[src/ikvl_pkg.sv]
// ----------------------------------------------------------------------------
// ikvl_pkg: shared types and constants for the INI key/value lookup
// Character codes, scan modes, register indexes and small helper functions.
// ----------------------------------------------------------------------------
`default_nettype none

package ikvl_pkg;

  // Largest section or key name that the registers can hold, in bytes.
  localparam int unsigned MAX_NAME_BYTES = 8;
  // Default limit on the number of value bytes delivered.
  localparam int unsigned MAX_VALUE_BYTES_DEF = 31;

  localparam int unsigned CFG_DATA_W  = 64;
  localparam int unsigned CFG_INDEX_W = 2;
  localparam int unsigned LEN_W       = 4;

  // Configuration register indexes.
  localparam logic [CFG_INDEX_W-1:0] CFG_SECTION_TEXT   = 2'd0;
  localparam logic [CFG_INDEX_W-1:0] CFG_SECTION_LENGTH = 2'd1;
  localparam logic [CFG_INDEX_W-1:0] CFG_KEY_TEXT       = 2'd2;
  localparam logic [CFG_INDEX_W-1:0] CFG_KEY_LENGTH     = 2'd3;

  // Characters that steer the scan.
  localparam logic [7:0] CH_NUL    = 8'h00;
  localparam logic [7:0] CH_HASH   = 8'h23;
  localparam logic [7:0] CH_LBRACK = 8'h5B;
  localparam logic [7:0] CH_RBRACK = 8'h5D;
  localparam logic [7:0] CH_EQUALS = 8'h3D;
  localparam logic [7:0] CH_SPACE  = 8'h20;
  localparam logic [7:0] CH_LF     = 8'h0A;
  localparam logic [7:0] CH_CR     = 8'h0D;
  localparam logic [7:0] CH_TAB    = 8'h09;

  // Scan modes, one-hot.
  typedef enum logic [10:0] {
    MODE_SEEK_SECTION    = 11'b000_0000_0001,
    MODE_SECTION_COMMENT = 11'b000_0000_0010,
    MODE_MATCH_SECTION   = 11'b000_0000_0100,
    MODE_SECTION_TAIL    = 11'b000_0000_1000,
    MODE_SEEK_KEY        = 11'b000_0001_0000,
    MODE_KEY_COMMENT     = 11'b000_0010_0000,
    MODE_MATCH_KEY       = 11'b000_0100_0000,
    MODE_SKIP_KEY_LINE   = 11'b000_1000_0000,
    MODE_AFTER_KEY       = 11'b001_0000_0000,
    MODE_READ_VALUE      = 11'b010_0000_0000,
    MODE_DONE            = 11'b100_0000_0000
  } mode_t;

  // Space, tab, carriage return and line feed count as blanks.
  function automatic logic is_blank(input logic [7:0] b);
    return (b == CH_SPACE) || (b == CH_LF) || (b == CH_CR) || (b == CH_TAB);
  endfunction

  // A length above the register capacity counts as the full capacity.
  function automatic logic [LEN_W-1:0] clamp_len(input logic [LEN_W-1:0] n);
    return (n > LEN_W'(MAX_NAME_BYTES)) ? LEN_W'(MAX_NAME_BYTES) : n;
  endfunction

  // Byte of a packed name, first character in the lowest byte.
  function automatic logic [7:0] name_byte(input logic [CFG_DATA_W-1:0] text,
                                           input logic [2:0] pos);
    return text[{pos, 3'b000} +: 8];
  endfunction

endpackage

`default_nettype wire

[src/ikvl_if.sv]
// ----------------------------------------------------------------------------
// ikvl channel interfaces
// Valid/ready channels for the text byte stream and the lookup results.
// ----------------------------------------------------------------------------
`default_nettype none

interface ikvl_text_if;
  logic       valid;
  logic       ready;
  logic [7:0] text_byte;

  modport source (output valid, output text_byte, input ready);
  modport sink (input valid, input text_byte, output ready);
endinterface

interface ikvl_result_if;
  logic       valid;
  logic       ready;
  logic [7:0] value_byte;
  logic       finished;
  logic       found;

  modport source (output valid, output value_byte, output finished, output found,
                  input ready);
  modport sink (input valid, input value_byte, input finished, input found,
                output ready);
endinterface

`default_nettype wire

[src/ini_key_value_lookup_top.sv]
// ----------------------------------------------------------------------------
// ini_key_value_lookup_top: INI section/key lookup over a byte stream
// Scans text for a configured section and key and returns the value bytes.
// ----------------------------------------------------------------------------
//  channel     direction  payload                          transfer when
//  text_in     in         text_byte[7:0]                   valid & ready
//  result_out  out        value_byte[7:0], finished, found valid & ready
//  cfg_*       in         cfg_index[1:0], cfg_data[63:0]   cfg_write
//
// One text byte is taken per cycle; its result, if any, appears in the
// output register on the next cycle. The scan mode update is a single
// compare-and-select step, so bytes can follow each other without gaps.
// A byte is taken whenever the output register is empty or being drained.
// Reset (synchronous, active high) clears all configuration registers and
// arms the search for the section.
// ----------------------------------------------------------------------------
`default_nettype none

module ini_key_value_lookup_top #(
  parameter int unsigned MAX_VALUE_BYTES = ikvl_pkg::MAX_VALUE_BYTES_DEF
) (
  input  wire logic                               clk,
  input  wire logic                               rst,
  ikvl_text_if.sink                               text_in,
  ikvl_result_if.source                           result_out,
  input  wire logic                               cfg_write,
  input  wire logic [ikvl_pkg::CFG_INDEX_W-1:0]   cfg_index,
  input  wire logic [ikvl_pkg::CFG_DATA_W-1:0]    cfg_data
);
  import ikvl_pkg::*;

  localparam int unsigned CountW = $clog2(MAX_VALUE_BYTES + 1);

  // Configuration registers.
  logic [CFG_DATA_W-1:0] section_text;
  logic [LEN_W-1:0]      section_length;
  logic [CFG_DATA_W-1:0] key_text;
  logic [LEN_W-1:0]      key_length;

  // Scan state.
  mode_t             mode, mode_next;
  logic [LEN_W-1:0]  pos, pos_next;
  logic              spoiled, spoiled_next;
  logic [CountW-1:0] count, count_next;

  // Result of the byte under evaluation.
  logic       emit;
  logic [7:0] res_byte;
  logic       res_finished;
  logic       res_found;

  logic       accept;
  logic [7:0] b;
  logic [LEN_W-1:0] sec_len;
  logic [LEN_W-1:0] key_len;
  logic [LEN_W-1:0] pos_inc;

  assign text_in.ready = !result_out.valid || result_out.ready;
  assign accept        = text_in.valid && text_in.ready;
  assign b             = text_in.text_byte;
  assign sec_len       = clamp_len(section_length);
  assign key_len       = clamp_len(key_length);
  assign pos_inc       = pos + LEN_W'(1);

  // Configuration writes.
  always_ff @(posedge clk) begin
    if (rst) begin
      section_text   <= '0;
      section_length <= '0;
      key_text       <= '0;
      key_length     <= '0;
    end else if (cfg_write) begin
      unique case (cfg_index)
        CFG_SECTION_TEXT:   section_text   <= cfg_data;
        CFG_SECTION_LENGTH: section_length <= cfg_data[LEN_W-1:0];
        CFG_KEY_TEXT:       key_text       <= cfg_data;
        CFG_KEY_LENGTH:     key_length     <= cfg_data[LEN_W-1:0];
        default: ;
      endcase
    end
  end

  // Next scan state and result for the incoming byte.
  always_comb begin
    mode_next    = mode;
    pos_next     = pos;
    spoiled_next = spoiled;
    count_next   = count;
    emit         = 1'b0;
    res_byte     = '0;
    res_finished = 1'b0;
    res_found    = 1'b0;

    if (b == CH_NUL) begin
      // End of text: report unless already done, then rearm.
      if (mode != MODE_DONE) begin
        emit         = 1'b1;
        res_finished = 1'b1;
        res_found    = (mode == MODE_READ_VALUE);
      end
      mode_next    = MODE_SEEK_SECTION;
      pos_next     = '0;
      spoiled_next = 1'b0;
      count_next   = '0;
    end else begin
      unique case (mode)
        MODE_SEEK_SECTION, MODE_MATCH_SECTION: begin
          if (mode == MODE_MATCH_SECTION && b == CH_RBRACK) begin
            mode_next = MODE_SEEK_SECTION;
          end else if (mode == MODE_MATCH_SECTION &&
                       b == name_byte(section_text, pos[2:0])) begin
            pos_next = pos_inc;
            if (pos_inc >= sec_len) begin
              spoiled_next = 1'b0;
              mode_next    = MODE_SECTION_TAIL;
            end
          end else begin
            // Seek a header; a mismatching byte is looked at afresh.
            mode_next = MODE_SEEK_SECTION;
            if (b == CH_HASH) begin
              mode_next = MODE_SECTION_COMMENT;
            end else if (b == CH_LBRACK) begin
              pos_next     = '0;
              spoiled_next = 1'b0;
              mode_next    = (sec_len == '0) ? MODE_SECTION_TAIL : MODE_MATCH_SECTION;
            end
          end
        end
        MODE_SECTION_COMMENT: begin
          if (b == CH_LF) mode_next = MODE_SEEK_SECTION;
        end
        MODE_SECTION_TAIL: begin
          if (b == CH_RBRACK) begin
            mode_next    = spoiled ? MODE_SEEK_SECTION : MODE_SEEK_KEY;
            spoiled_next = 1'b0;
            pos_next     = '0;
          end else if (!is_blank(b)) begin
            spoiled_next = 1'b1;
          end
        end
        MODE_SEEK_KEY, MODE_MATCH_KEY, MODE_AFTER_KEY: begin
          if (mode == MODE_SEEK_KEY && b == CH_LBRACK) begin
            // A new section ends the search without a match.
            emit         = 1'b1;
            res_finished = 1'b1;
            mode_next    = MODE_DONE;
            pos_next     = '0;
            spoiled_next = 1'b0;
            count_next   = '0;
          end else if (mode == MODE_SEEK_KEY && b == CH_HASH) begin
            mode_next = MODE_KEY_COMMENT;
          end else if (mode == MODE_SEEK_KEY && is_blank(b)) begin
            mode_next = MODE_SEEK_KEY;
          end else if (mode == MODE_AFTER_KEY ||
                       (mode == MODE_SEEK_KEY && key_len == '0)) begin
            // Past the key name: wait for the equals sign.
            if (mode == MODE_SEEK_KEY) pos_next = '0;
            if (b == CH_EQUALS) begin
              count_next = '0;
              mode_next  = MODE_READ_VALUE;
            end else if (!is_blank(b)) begin
              mode_next = MODE_SKIP_KEY_LINE;
            end else begin
              mode_next = MODE_AFTER_KEY;
            end
          end else begin
            // Compare one key character; a new key line starts at zero.
            if (mode == MODE_SEEK_KEY) begin
              if (b != name_byte(key_text, 3'd0)) begin
                pos_next  = '0;
                mode_next = MODE_SKIP_KEY_LINE;
              end else begin
                pos_next  = LEN_W'(1);
                mode_next = (LEN_W'(1) >= key_len) ? MODE_AFTER_KEY : MODE_MATCH_KEY;
              end
            end else if (b != name_byte(key_text, pos[2:0])) begin
              mode_next = (b == CH_LF) ? MODE_SEEK_KEY : MODE_SKIP_KEY_LINE;
            end else begin
              pos_next  = pos_inc;
              mode_next = (pos_inc >= key_len) ? MODE_AFTER_KEY : MODE_MATCH_KEY;
            end
          end
        end
        MODE_KEY_COMMENT: begin
          if (b == CH_LF) mode_next = MODE_SEEK_KEY;
        end
        MODE_SKIP_KEY_LINE: begin
          mode_next = (b == CH_LF) ? MODE_SEEK_KEY : MODE_SKIP_KEY_LINE;
        end
        MODE_READ_VALUE: begin
          if (b == CH_HASH || is_blank(b)) begin
            emit         = 1'b1;
            res_finished = 1'b1;
            res_found    = 1'b1;
            mode_next    = MODE_DONE;
            pos_next     = '0;
            spoiled_next = 1'b0;
            count_next   = '0;
          end else if (count < CountW'(MAX_VALUE_BYTES)) begin
            count_next = count + CountW'(1);
            emit       = 1'b1;
            res_byte   = b;
            res_found  = 1'b1;
          end
        end
        default: begin
          // Done: ignore everything until the end of the text.
          mode_next = MODE_DONE;
        end
      endcase
    end
  end

  // Scan state advances on every accepted byte.
  always_ff @(posedge clk) begin
    if (rst) begin
      mode    <= MODE_SEEK_SECTION;
      pos     <= '0;
      spoiled <= 1'b0;
      count   <= '0;
    end else if (accept) begin
      mode    <= mode_next;
      pos     <= pos_next;
      spoiled <= spoiled_next;
      count   <= count_next;
    end
  end

  // Output register: loads a result, empties when the transfer completes.
  always_ff @(posedge clk) begin
    if (rst) begin
      result_out.valid <= 1'b0;
    end else if (accept && emit) begin
      result_out.valid <= 1'b1;
    end else if (result_out.ready) begin
      result_out.valid <= 1'b0;
    end
  end

  always_ff @(posedge clk) begin
    if (accept && emit) begin
      result_out.value_byte <= res_byte;
      result_out.finished   <= res_finished;
      result_out.found      <= res_found;
    end
  end

  // Checks on the scan logic.
  a_value_is_found: assert property (@(posedge clk) disable iff (rst)
    result_out.valid && !result_out.finished |-> result_out.found)
    else $error("value byte delivered without found set");

  a_finish_zero_byte: assert property (@(posedge clk) disable iff (rst)
    result_out.valid && result_out.finished |-> result_out.value_byte == 8'h00)
    else $error("finishing result carries a non-zero value byte");

  a_nul_rearms: assert property (@(posedge clk) disable iff (rst)
    accept && text_in.text_byte == CH_NUL |=> mode == MODE_SEEK_SECTION && count == '0)
    else $error("end of text did not rearm the search");

  a_done_silent: assert property (@(posedge clk) disable iff (rst)
    accept && mode == MODE_DONE && text_in.text_byte != CH_NUL |=> !result_out.valid ||
    $stable(result_out.value_byte) && $stable(result_out.finished))
    else $error("result produced after the lookup ended");

  a_count_bound: assert property (@(posedge clk) disable iff (rst)
    count <= CountW'(MAX_VALUE_BYTES))
    else $error("value byte count exceeds its limit");

endmodule

`default_nettype wire

[src/flat_wrapper.sv]
// flat-port wrapper written by rule: the top's interface ports become plain ports
module ini_key_value_lookup_top_flat import ikvl_pkg::*;
#(
  parameter int unsigned MAX_VALUE_BYTES = ikvl_pkg::MAX_VALUE_BYTES_DEF
)
  (clk, rst, cfg_write, cfg_index, cfg_data, text_in_valid, text_in_text_byte, text_in_ready, result_out_valid, result_out_value_byte, result_out_finished, result_out_found, result_out_ready);
  ikvl_text_if text_in_i ();
  ikvl_result_if result_out_i ();
  input  wire logic clk;
  input  wire logic rst;
  input  wire logic cfg_write;
  input  wire logic [ikvl_pkg::CFG_INDEX_W-1:0] cfg_index;
  input  wire logic [ikvl_pkg::CFG_DATA_W-1:0] cfg_data;
  input wire logic [$bits(text_in_i.valid)-1:0] text_in_valid;
  input wire logic [$bits(text_in_i.text_byte)-1:0] text_in_text_byte;
  output wire logic [$bits(text_in_i.ready)-1:0] text_in_ready;
  output wire logic [$bits(result_out_i.valid)-1:0] result_out_valid;
  output wire logic [$bits(result_out_i.value_byte)-1:0] result_out_value_byte;
  output wire logic [$bits(result_out_i.finished)-1:0] result_out_finished;
  output wire logic [$bits(result_out_i.found)-1:0] result_out_found;
  input wire logic [$bits(result_out_i.ready)-1:0] result_out_ready;
  assign text_in_i.valid = text_in_valid;
  assign text_in_i.text_byte = text_in_text_byte;
  assign text_in_ready = text_in_i.ready;
  assign result_out_valid = result_out_i.valid;
  assign result_out_value_byte = result_out_i.value_byte;
  assign result_out_finished = result_out_i.finished;
  assign result_out_found = result_out_i.found;
  assign result_out_i.ready = result_out_ready;
  ini_key_value_lookup_top #(.MAX_VALUE_BYTES(MAX_VALUE_BYTES)) u_core (.clk(clk), .rst(rst), .text_in(text_in_i), .result_out(result_out_i), .cfg_write(cfg_write), .cfg_index(cfg_index), .cfg_data(cfg_data));
endmodule
[config.mk]
export PLATFORM = sky130hd
export DESIGN_NAME = ini_key_value_lookup_top_flat
export DESIGN_NICKNAME = d
export VERILOG_FILES = /design/src/ikvl_pkg.sv /design/src/ikvl_if.sv /design/src/ini_key_value_lookup_top.sv /design/src/flat_wrapper.sv
export SDC_FILE = /design/constraint.sdc
export NUM_CORES = 1
export LEC_CHECK = 0
export BUFFER_PORTS_ARGS = -buffer_cell sky130_fd_sc_hd__buf_2
export CAP_MARGIN = 20
export CORE_AREA = 2 2 172 174
export CTS_BUF_LIST = sky130_fd_sc_hd__clkbuf_4
export DETAILED_ROUTE_END_ITERATION = 10
export DIE_AREA = 0 0 174 176
export PLACE_DENSITY = 0.57
export SETUP_SLACK_MARGIN = 0.1
export SYNTH_ARGS = -nofsm -noshare
export SYNTH_HDL_FRONTEND = slang
export SYNTH_SLANG_ARGS = --single-unit
[constraint.sdc]
create_clock -name clk -period 6.1 [get_ports clk]
set_clock_uncertainty 0.1 [all_clocks]
set_input_delay 1.22 -clock clk [delete_from_list [all_inputs] [get_ports clk]]
set_output_delay 1.22 -clock clk [all_outputs]
set_load 0.01 [all_outputs]
**After elaboration in Yosys (flattened, before gate mapping)**

Index checks and enable logic that the tools add are counted.

- Multiplexer cells: 77
- $add $sub $neg: 2
- Reductions and logical operators: 33
- Shift operators: 2
- Bitwise operators: 2
- Equality and inequality tests: 43
- Magnitude comparators: 6

Operator list:

| cell | count |
|---|---|
| 2-to-1 mux 11 bit | 18 |
| indexed part select 64 x 7 -> 8 bit | 2 |
| one-hot mux 11 bit (7 select lines) | 1 |
| 2-to-1 mux 4 bit | 17 |
| 2-to-1 mux 5 bit | 9 |
| 2-to-1 mux 9 bit | 3 |
| == test 8 x 4 -> 1 bit, second input constant | 3 |
| == test 8 x 6 -> 1 bit, second input constant | 3 |
| 2-to-1 mux 1 bit | 23 |
| == test 8 x 7 -> 1 bit, second input constant | 2 |
| != test 4 x 2 -> 1 bit, second input constant | 4 |
| != test 8 bit | 2 |
| one-hot mux 4 bit (4 select lines) | 1 |
| != test 3 x 1 -> 1 bit, second input constant | 4 |
| != test 4 x 1 -> 1 bit, second input constant | 3 |
| == test 11 x 1 -> 1 bit, second input constant | 1 |
| == test 11 x 10 -> 1 bit, second input constant | 1 |
| == test 11 x 2 -> 1 bit, second input constant | 1 |
| == test 11 x 3 -> 1 bit, second input constant | 1 |
| == test 11 x 4 -> 1 bit, second input constant | 1 |
| == test 11 x 5 -> 1 bit, second input constant | 1 |
| == test 11 x 6 -> 1 bit, second input constant | 1 |
| == test 11 x 7 -> 1 bit, second input constant | 1 |
| == test 11 x 8 -> 1 bit, second input constant | 1 |
| other kinds (37) | 61 |

- Logic and storage cells: 177
- Flip-flop bits (word level): 168
- Input port bits: 79

**Logic depth before layout (Yosys ltp)**

Gate-level depths: netlist of run 1.

- Word-level depth: 12
- Depth in mapped cells: 12
- Depth with buffers taken out: 9

**Worst setup path after synthesis of run 1**

No wires, ideal clock.

- Path kind: input -> register
- From: in text_in_text_byte[4]
- To: reg u_core.pos[0]
- Buffers on the path: 2
- Slack: 2,424 ps
- Stages: 10
- Arrival: 3,460 ps
- Cell sequence: clkbuf_2 > or3_1 > or4_1 > clkbuf_1 > nand2_1 > or3b_1 > and4_1 > o41ai_2 > or2_4 > a31o_1

- Longest elaborated chain between the ends: 9
- Elaborated cells on any way between the ends: 41
- Classes of those cells: eq/ne (19); mux (10); reduce/logical (12)

Ends and longest elaborated chain:

| element | line | RTL |
|---|---|---|
| start: declaration | flat_wrapper.sv:15 | `input wire logic [$bits(text_in_i.text_byte)-1:0] text_in_text_byte;` |
| != test 8 bit | ini_key_value_lookup_top.sv:169 | `if (b != name_byte(key_text, 3'd0)) begin` |
| 2-to-1 mux 1 bit | ini_key_value_lookup_top.sv:169 |  |
| 2-to-1 mux 4 bit | ini_key_value_lookup_top.sv:168 | `if (mode == MODE_SEEK_KEY) begin` |
| 2-to-1 mux 4 bit | ini_key_value_lookup_top.sv:154 | `end else if (mode == MODE_AFTER_KEY \|\|` |
| 2-to-1 mux 4 bit | ini_key_value_lookup_top.sv:152 | `end else if (mode == MODE_SEEK_KEY && is_blank(b)) begin` |
| 2-to-1 mux 4 bit | ini_key_value_lookup_top.sv:150 | `end else if (mode == MODE_SEEK_KEY && b == CH_HASH) begin` |
| 2-to-1 mux 4 bit | ini_key_value_lookup_top.sv:142 | `if (mode == MODE_SEEK_KEY && b == CH_LBRACK) begin` |
| one-hot mux 4 bit (4 select lines) | ini_key_value_lookup_top.sv:106 | `unique case (mode)` |
| 2-to-1 mux 4 bit | ini_key_value_lookup_top.sv:94 | `if (b == CH_NUL) begin` |
| end signal: assignment | ini_key_value_lookup_top.sv:223 | `pos <= pos_next;` |
| end: declaration | ini_key_value_lookup_top.sv:42 | `logic [LEN_W-1:0] pos, pos_next;` |

Parallel ways exist; a longest one is shown, timed or not. The select of a mux whose other input is x is not followed.
A chain may end at the register's enable or synchronous reset.

**Final worst setup path of run 1**

- From: reg u_core.pos[0]
- To: reg u_core.mode[9]

- Longest elaborated chain between the ends: 7
- Elaborated cells on any way between the ends: 11
- Classes of those cells: add/sub (1); order compare (1); eq/ne (2); shift (1); mux (4); reduce/logical (2)

Ends and longest elaborated chain:

| element | line | RTL |
|---|---|---|
| indexed part select 64 x 7 -> 8 bit | ikvl_pkg.sv:63 | `return text[{pos, 3'b000} +: 8];` |
| == test 8 bit | ini_key_value_lookup_top.sv:111 | `b == name_byte(section_text, pos[2:0])) begin` |
| logical AND 1 bit | ini_key_value_lookup_top.sv:110 | `end else if (mode == MODE_MATCH_SECTION &&` |
| 2-to-1 mux 11 bit | ini_key_value_lookup_top.sv:110 |  |
| 2-to-1 mux 11 bit | ini_key_value_lookup_top.sv:108 | `if (mode == MODE_MATCH_SECTION && b == CH_RBRACK) begin` |
| one-hot mux 11 bit (7 select lines) | ini_key_value_lookup_top.sv:106 |  |
| 2-to-1 mux 11 bit | ini_key_value_lookup_top.sv:94 |  |
| end signal: assignment | ini_key_value_lookup_top.sv:222 | `mode <= mode_next;` |
| end: declaration | ini_key_value_lookup_top.sv:41 | `mode_t mode, mode_next;` |

Parallel ways exist; a longest one is shown, timed or not.

==> summary.md, run 1 <==
| Metric | Value |
|---|---|
| Nets | `1154` |
| PwrDens | `217 mW/mm2` |
| Relative slew slack | `38.8%` |
| Hold Crit Endpoint | `u_core.key_text[53]$_SDFFE_PP0P_` |
| Area share of and/or/nand/nor cells after synthesis | `25.1%` |
| CTS Hold Bufs | `0` |
| Sw Share | `28.2%` |
| Core area | `0.0285 mm2` |
| Clk pin slew, worst setup/hold paths | `0.14 ns` |
| I/O pin total | `91` |
| Worst hold path depth | `2` |
| Drt pass-1 iters | `6` |
| Synth Area per Inst | `8.33 um2` |
| CTS root buf | `clkbuf_4` |
| Final core utilization | `33.1%` |
| Worst Tran Pin Value | `0.905 ns` |
| Reg power frac | `56.6%` |
| Initial antenna violation count | `2` |
| Async S/R FF share, synth | `0%` |
| Worst endpoint required time | `6.51 ns` |
| Clock sinks | `168` |
| Die height | `176 um` |
| Multiplexer share of the synthesized area | `11.0%` |
| Period utilization | `64.4%` |
| GPL Wtd Cong | `0.875` |
| Post-route setup TNS | `0 ns` |
| Row cnt | `62` |
| Hold_sp | `u_core.key_text[53]$_SDFFE_PP0P_` |
| RR Endpoint | `u_core.mode[9]$_SDFFE_PP0P_` |
| TritonCTS clock tree | `built` |
| Via/cell ratio | `5.10` |
| Die area | `0.0306 mm2` |
| # fillers | `3119` |
| Antenna Nets Post-Route | `0` |
| Post-cts sizing count | `0` |
| F_max | `255 MHz` |
| Synth Cell Area | `0.00847 mm2` |
| Vias in the first global route | `6931` |
| Maximum buffer depth of the clock tree | `2` |
| Clock H-tree levels | `4` |
| Top post-synthesis cells by area | `dfxtp_1, nand2_1, a21oi_1, mux2i_1, mux4_2` |
| Cell Chain, Critical Path | `buf_4, mux4_2, mux2i_1, xor2_1, o2111ai_1, nor4_4, a31o_1, mux2_2, nor2_1` |
| Min-Delay Path Class | `reg2reg` |
| Critical Path Max Stage Delay | `0.69 ns` |
| Adder-cell area share of the yosys netlist | `1.48%` |
| Startpoint types | `flip-flop` |
| Status | `finished, final reports clean` |
| Fin crit period | `3.93 ns` |
| Mapped Cells | `1017` |
| Nature of the critical path endpoint | `flip-flop` |
| P_sw | `577 uW` |
| Initial Utilization | `29.7%` |
| Main synth FF type | `dfxtp_1` |
| Largest family of logic cells by synthesized area | `simple AND/OR/NAND/NOR gates` |
| Synth warn | `0` |
| Critical Path AT | `4.33 ns` |
| Synth area leader | `dfxtp_1` |
| Die X | `174 um` |
| Max-slew violation count | `0` |
| Syn_nets | `1106` |
| R2R Path Start | `u_core.pos[0]$_SDFFE_PP0P_` |
| Post-DP HPWL | `18400 um` |
| Share of cells above drive strength 1 | `15.4%` |
| Largest net degree at the start of global routing | `79` |
| Post-synth EDFFs | `10` |
| Compound-Gate Fraction of Synth Area | `14.6%` |
| Lkg Pwr | `0.00334 uW` |
| CP Max Fanout | `16` |
| Total Routed Length | `26000 um` |
| Reg2reg setup slack | `2.17 ns` |
| Post-CTS Repair Setup Buffers | `0` |
| Maximum vdd drop | `0.104 mV` |
| Flops & latches, synth | `168` |
| Count of endpoints failing setup in the final report | `0` |
| Worst Reg-to-Reg Cells | `9` |
| Final hold violations | `0` |
| DRC viols | `0` |
| CTS buffer count | `17` |
| Clock share of power | `33.5%` |
| Via total after detailed routing | `7446` |
| Iter 0 DRT Violations | `601` |
| Int Pwr | `1470 uW` |
| Worst skew pair latency | `0.58 ns` |
| Crit Path Class | `reg2reg` |
| Global-route wire length before repair | `40300 um` |
| Area growth syn-to-layout | `11.5%` |
| Gate power share | `9.9%` |
| Port bufs | `90` |
| GRT Residual Overflow | `0` |
| Final Hold Slack | `0.363 ns` |
| Post-synth top area share | `37.3%` |
| Ant. Diodes | `0` |
| CP max stage cell | `dfxtp_2` |
| Synth unique cells | `73` |
| Xor and xnor area share after synthesis | `2.38%` |
| WL/cell | `17.8 um` |
| Max cap viols | `0` |
| Tot GR Track Use | `16.9%` |
| Unrepaired setup endpoints after global routing | `false` |
| Register area share after synthesis | `40.9%` |
| Setup crit start | `u_core.pos[0]$_SDFFE_PP0P_` |
-- sequential cells by signal (all words and copies together), names as in the netlist --
| signal | count |
|---|---|
| u_core.section_length | 4 |
| u_core.result_out.finished | 1 |
| u_core.section_text | 64 |
| u_core.result_out.value_byte | 8 |
| u_core.key_text | 64 |
| u_core.result_out.found | 1 |
| u_core.result_out.valid | 1 |
| u_core.pos | 4 |
| u_core.mode | 11 |
| u_core.spoiled | 1 |
| u_core.count | 5 |
| u_core.key_length | 4 |
-- synthesized netlist by cell type (11+ instances only) --
cell type  number
nand2_1       282
dfxtp_1       158
a21oi_1       147
clkbuf_1       55
mux2i_1        44
nor2_1         36
o21ai_0        20
mux4_2         14
nand4_1        13
xnor2_1        13
and2_1         12
nor3_1         12
and3_1         11
nand3_1        11
-- through the flow --
| step | setup WS [ns] | power (uW) | cells | area, um2 |
|---|---|---|---|---|
| global route | 1.97 | 2140 | 1461 | 9450 |
| floorplan | 2.42 | 1300 | 1017 | 8470 |
| detailed placement | 2.13 | 1390 | 1430 | 9170 |
| CTS | 2.18 | 2070 | 1461 | 9450 |
| finish | 2.17 | 2050 | 1461 | 9450 |
| global placement | 2.21 | 1380 | 1430 | 9170 |
-- worst max-delay path, delay by kind of cell (launching register included) --
kind                      cells  cell delay, ns
and+or+nand+nor               2            0.59
muxes                         3            1.21
AOI/OAI and AO/OA             2            0.69
xor gates and xnor gates      1            0.19
DFF                           1            0.69
buffers and inverters         1            0.36
-- worst max path at each step --
stage,end,slack [ns],cells past startpoint
2_1_floorplan,u_core.pos[0]$_SDFFE_PP0P_,2.42,10
3_3_place_gp,u_core.pos[0]$_SDFFE_PP0P_,2.21,9
3_5_place_dp,u_core.mode[1]$_SDFFE_PP0P_,2.13,9
4_1_cts,u_core.mode[9]$_SDFFE_PP0P_,2.18,9
5_1_grt,u_core.mode[9]$_SDFFE_PP0P_,1.97,9
6_report,u_core.mode[9]$_SDFFE_PP0P_,2.17,9
-- metal layers --
metal | share of wire, % | GRT usage, % | routed length, um | vias up
met5 | 0 | 0 | 0 | -
met4 | 0.94 | 3.36 | 244 | 0
met3 | 4.8 | 2.99 | 1260 | 30
met2 | 48 | 28.0 | 12400 | 231
met1 | 46 | 23.1 | 12100 | 3537
li1 | - | - | - | 3648
-- power by group through the flow --
stage	clock network (uW)	logic [uW]	registers [uW]
floorplan	0	130	1170
global route	750	225	1160
global placement	0	201	1180
finish	686	204	1160
CTS	705	203	1160
detailed placement	0	202	1180
-- placed cells by master (no fill, tap or decap), drive strengths merged, types with 5 or more instances in the layout --
cell type	synthesis	final
dfxtp	158	158
nand3b	8	8
clkbuf	57	19
a21oi	147	147
and2	13	13
nand4	13	13
ha	10	10
nor3	12	12
xor2	10	10
mux4	20	20
nor2	36	36
nand3	11	11
or3	7	7
nand2b	9	9
inv	10	16
mux2i	44	44
clkinv	2	6
and3	11	11
nor2b	8	8
a22oi	10	10
o21ai	23	23
edfxtp	10	10
xnor2	13	13
buf	15	101
nand2	283	283
a21o	5	5
nor4	14	14
-- cell type report --
| type | instances | area, um2 | share of cell area [%] |
|---|---|---|---|
| multi-input combinational | 765 | 4640 | 49.1 |
| sequential | 168 | 3460 | 36.7 |
| timing repair buffer | 101 | 536 | 5.67 |
| tap | 384 | 480 | 5.08 |
| clock buffer | 19 | 143 | 1.51 |
| clock inverter | 12 | 143 | 1.51 |
| inverter | 12 | 45.0 | 0.477 |
-- cells by family (layout without fill, tap and decap cells) --
family | count (synthesis) | in the layout
compound gates | 216 | 216
xor+xnor | 23 | 23
fa+ha+maj | 10 | 10
buf+inv | 84 | 144
flops | 168 | 168
mux | 66 | 66
simple gates | 450 | 450
No activity file was read; power rests on OpenSTA's default activity.
==> inputs of run 2 (changes only) <==
--- a/config.mk
+++ b/config.mk
@@ -11,7 +11,7 @@
 export CTS_BUF_LIST = sky130_fd_sc_hd__clkbuf_4
 export DETAILED_ROUTE_END_ITERATION = 10
 export DIE_AREA = 0 0 174 176
-export PLACE_DENSITY = 0.57
+export PLACE_DENSITY = 0.58
 export SETUP_SLACK_MARGIN = 0.1
 export SYNTH_ARGS = -nofsm -noshare
 export SYNTH_HDL_FRONTEND = slang
==> constraint.sdc (replaced) <==
create_clock -name clk -period 3.15 [get_ports clk]
set_clock_uncertainty 0.1 [all_clocks]
set_input_delay 0.63 -clock clk [delete_from_list [all_inputs] [get_ports clk]]
set_output_delay 0.63 -clock clk [all_outputs]
set_load 0.01 [all_outputs]
==> summary.md, run 2 (same netlist as run 1, synthesis figures left out) <==
| Metric | Value |
|---|---|
| Initial antenna violation count | `0` |
| Global-route wire length before repair | `41400 um` |
| Share of cells above drive strength 1 | `19.4%` |
| Critical Path Max Stage Delay | `0.51 ns` |
| Critical Path AT | `3.39 ns` |
| Final hold violations | `0` |
| Ant. Diodes | `0` |
| Initial Utilization | `29.7%` |
| Period utilization | `95.3%` |
| Most common cell after layout, fill and taps aside | `nand2_1` |
| Relative slew slack | `38.8%` |
| Maximum vdd drop | `0.210 mV` |
| Worst hold path depth | `3` |
| Largest net degree at the start of global routing | `86` |
| Port bufs | `90` |
| Final core utilization | `34.9%` |
| Nature of the critical path endpoint | `flip-flop` |
| DRC viols | `0` |
| Antenna Nets Post-Route | `0` |
| Cell Chain, Critical Path | `buf_4, buf_6, mux4_2, mux2i_1, xor2_1, o21ai_1, nor4_4, o221ai_2, or2_4, a31o_1` |
| GPL Wtd Cong | `0.912` |
| Iter 0 DRT Violations | `575` |
| # fillers | `3085` |
| CP max stage cell | `mux4_2` |
| Worst Reg-to-Reg Cells | `10` |
| Post-DP HPWL | `19800 um` |
| F_max | `333 MHz` |
| Die X | `174 um` |
| WL/cell | `17.9 um` |
| FF/Latch Area | `0.00346 mm2` |
| Max cap viols | `0` |
| Final Hold Slack | `0.159 ns` |
| Clock H-tree levels | `4` |
| TritonCTS clock tree | `built` |
| Most frequent cells in the layout | `nand2_1, dfxtp_1, a21oi_1` |
| Worst Tran Pin Value | `0.918 ns` |
| Tot GR Track Use | `17.4%` |
| I/O pin total | `91` |
| Vias in the first global route | `7278` |
| Area growth syn-to-layout | `17.4%` |
| Largest registers | `u_core.key_text x64, u_core.section_text x64, u_core.mode x11` |
| Min-Delay Path Class | `in2reg` |
| Area of the multi-input gates | `0.00467 mm2` |
| Worst skew pair latency | `0.59 ns` |
| Die area | `0.0306 mm2` |
| Nets | `1198` |
| Unrepaired setup endpoints after global routing | `true` |
| Core area | `0.0285 mm2` |
| Row cnt | `62` |
| Count of endpoints failing setup in the final report | `0` |
| Final Power | `4140 uW` |
| Crit Path Class | `reg2reg` |
| PwrDens | `416 mW/mm2` |
| Worst endpoint required time | `3.54 ns` |
| Total Routed Length | `26900 um` |
| Via total after detailed routing | `7660` |
| Fin crit period | `3.00 ns` |
| Buffers & Inverters on Critical Path | `2` |
| Startpoint types | `flip-flop` |
| Maximum buffer depth of the clock tree | `2` |
| CTS buffer count | `17` |
| Worst path top cell family by delay | `multiplexers` |
| Lkg Pwr | `0.00359 uW` |
| Clock sinks | `168` |
| Clk pin slew, worst setup/hold paths | `0.17 ns` |
| CP Max Fanout | `5` |
| Non-filler cells, final | `1506` |
| Drt pass-1 iters | `5` |
| Post-route setup TNS | `0 ns` |
| Max-slew violation count | `0` |
| Status | `finished, final reports clean` |
| Critical Path Stages | `10` |
| Die height | `176 um` |
| GRT Residual Overflow | `0` |
| DP Cell Count | `1471` |
| CTS root buf | `clkbuf_4` |
| Via/cell ratio | `5.09` |
==> run 2: cell type report <==
type,instances,share of cell area [%]
inverter,12,0.453
clock buffer,18,1.36
timing repair buffer,145,9.70
multi-input combinational,765,46.9
tap,384,4.83
clock inverter,14,1.91
sequential,168,34.8
==> run 2: power breakdown <==
| group | total (uW) | switching, uW | internal (uW) |
|---|---|---|---|
| sequential | 2250 | 45.1 | 2200 |
| clock | 1460 | 878 | 586 |
| combinational | 430 | 263 | 167 |
| total | 4140 | 1190 | 2960 |
==> run 2: routing by layer <==
layer | up-vias | GRT usage (%) | wire, um
met4 | 0 | 5.22 | 536
li1 | 3726 | - | -
met2 | 235 | 30.1 | 13100
met5 | - | 0 | 0
met1 | 3666 | 22.4 | 12000
met3 | 33 | 2.73 | 1320
==> run 2: timing repair <==
action                                 CTS  global route
hold buffers                             0             0
setup endpoints to repair                9            14
gates resized for setup                  2            10
endpoints found under the hold margin    0             0
cloned                                   0             0
pin swaps                                2             5
setup buffers                            1             2
==> run 2: through the flow <==
step                instance area, um2  worst slack, ns
finish                            9950            0.149
global route                      9950           0.0972
CTS                               9900            0.103
detailed placement                9570           0.0537
global placement                  9570            0.134
floorplan                         8480            0.109
==> run 2: worst register-to-register path, stage by stage (launching register included) <==
cell and delay [ns]:
dfxtp_2 0.39, buf_4 0.16, buf_6 0.14, mux4_2 0.52, mux2i_1 0.20, xor2_1 0.17
o21ai_1 0.12, nor4_4 0.39, o221ai_2 0.22, or2_4 0.28, a31o_1 0.22
==> run 2: final timing paths <==
kind / start / to / slack (ns)
hold reg to reg: u_core.key_text[41]$_SDFFE_PP0P_ / u_core.key_text[41]$_SDFFE_PP0P_ / 0.36
setup / recovery: u_core.pos[0]$_SDFFE_PP0P_ / u_core.pos[0]$_SDFFE_PP0P_ / 0.15
hold / removal: cfg_data[5] / u_core.key_text[5]$_SDFFE_PP0P_ / 0.16
setup reg to reg: u_core.pos[0]$_SDFFE_PP0P_ / u_core.pos[0]$_SDFFE_PP0P_ / 0.15
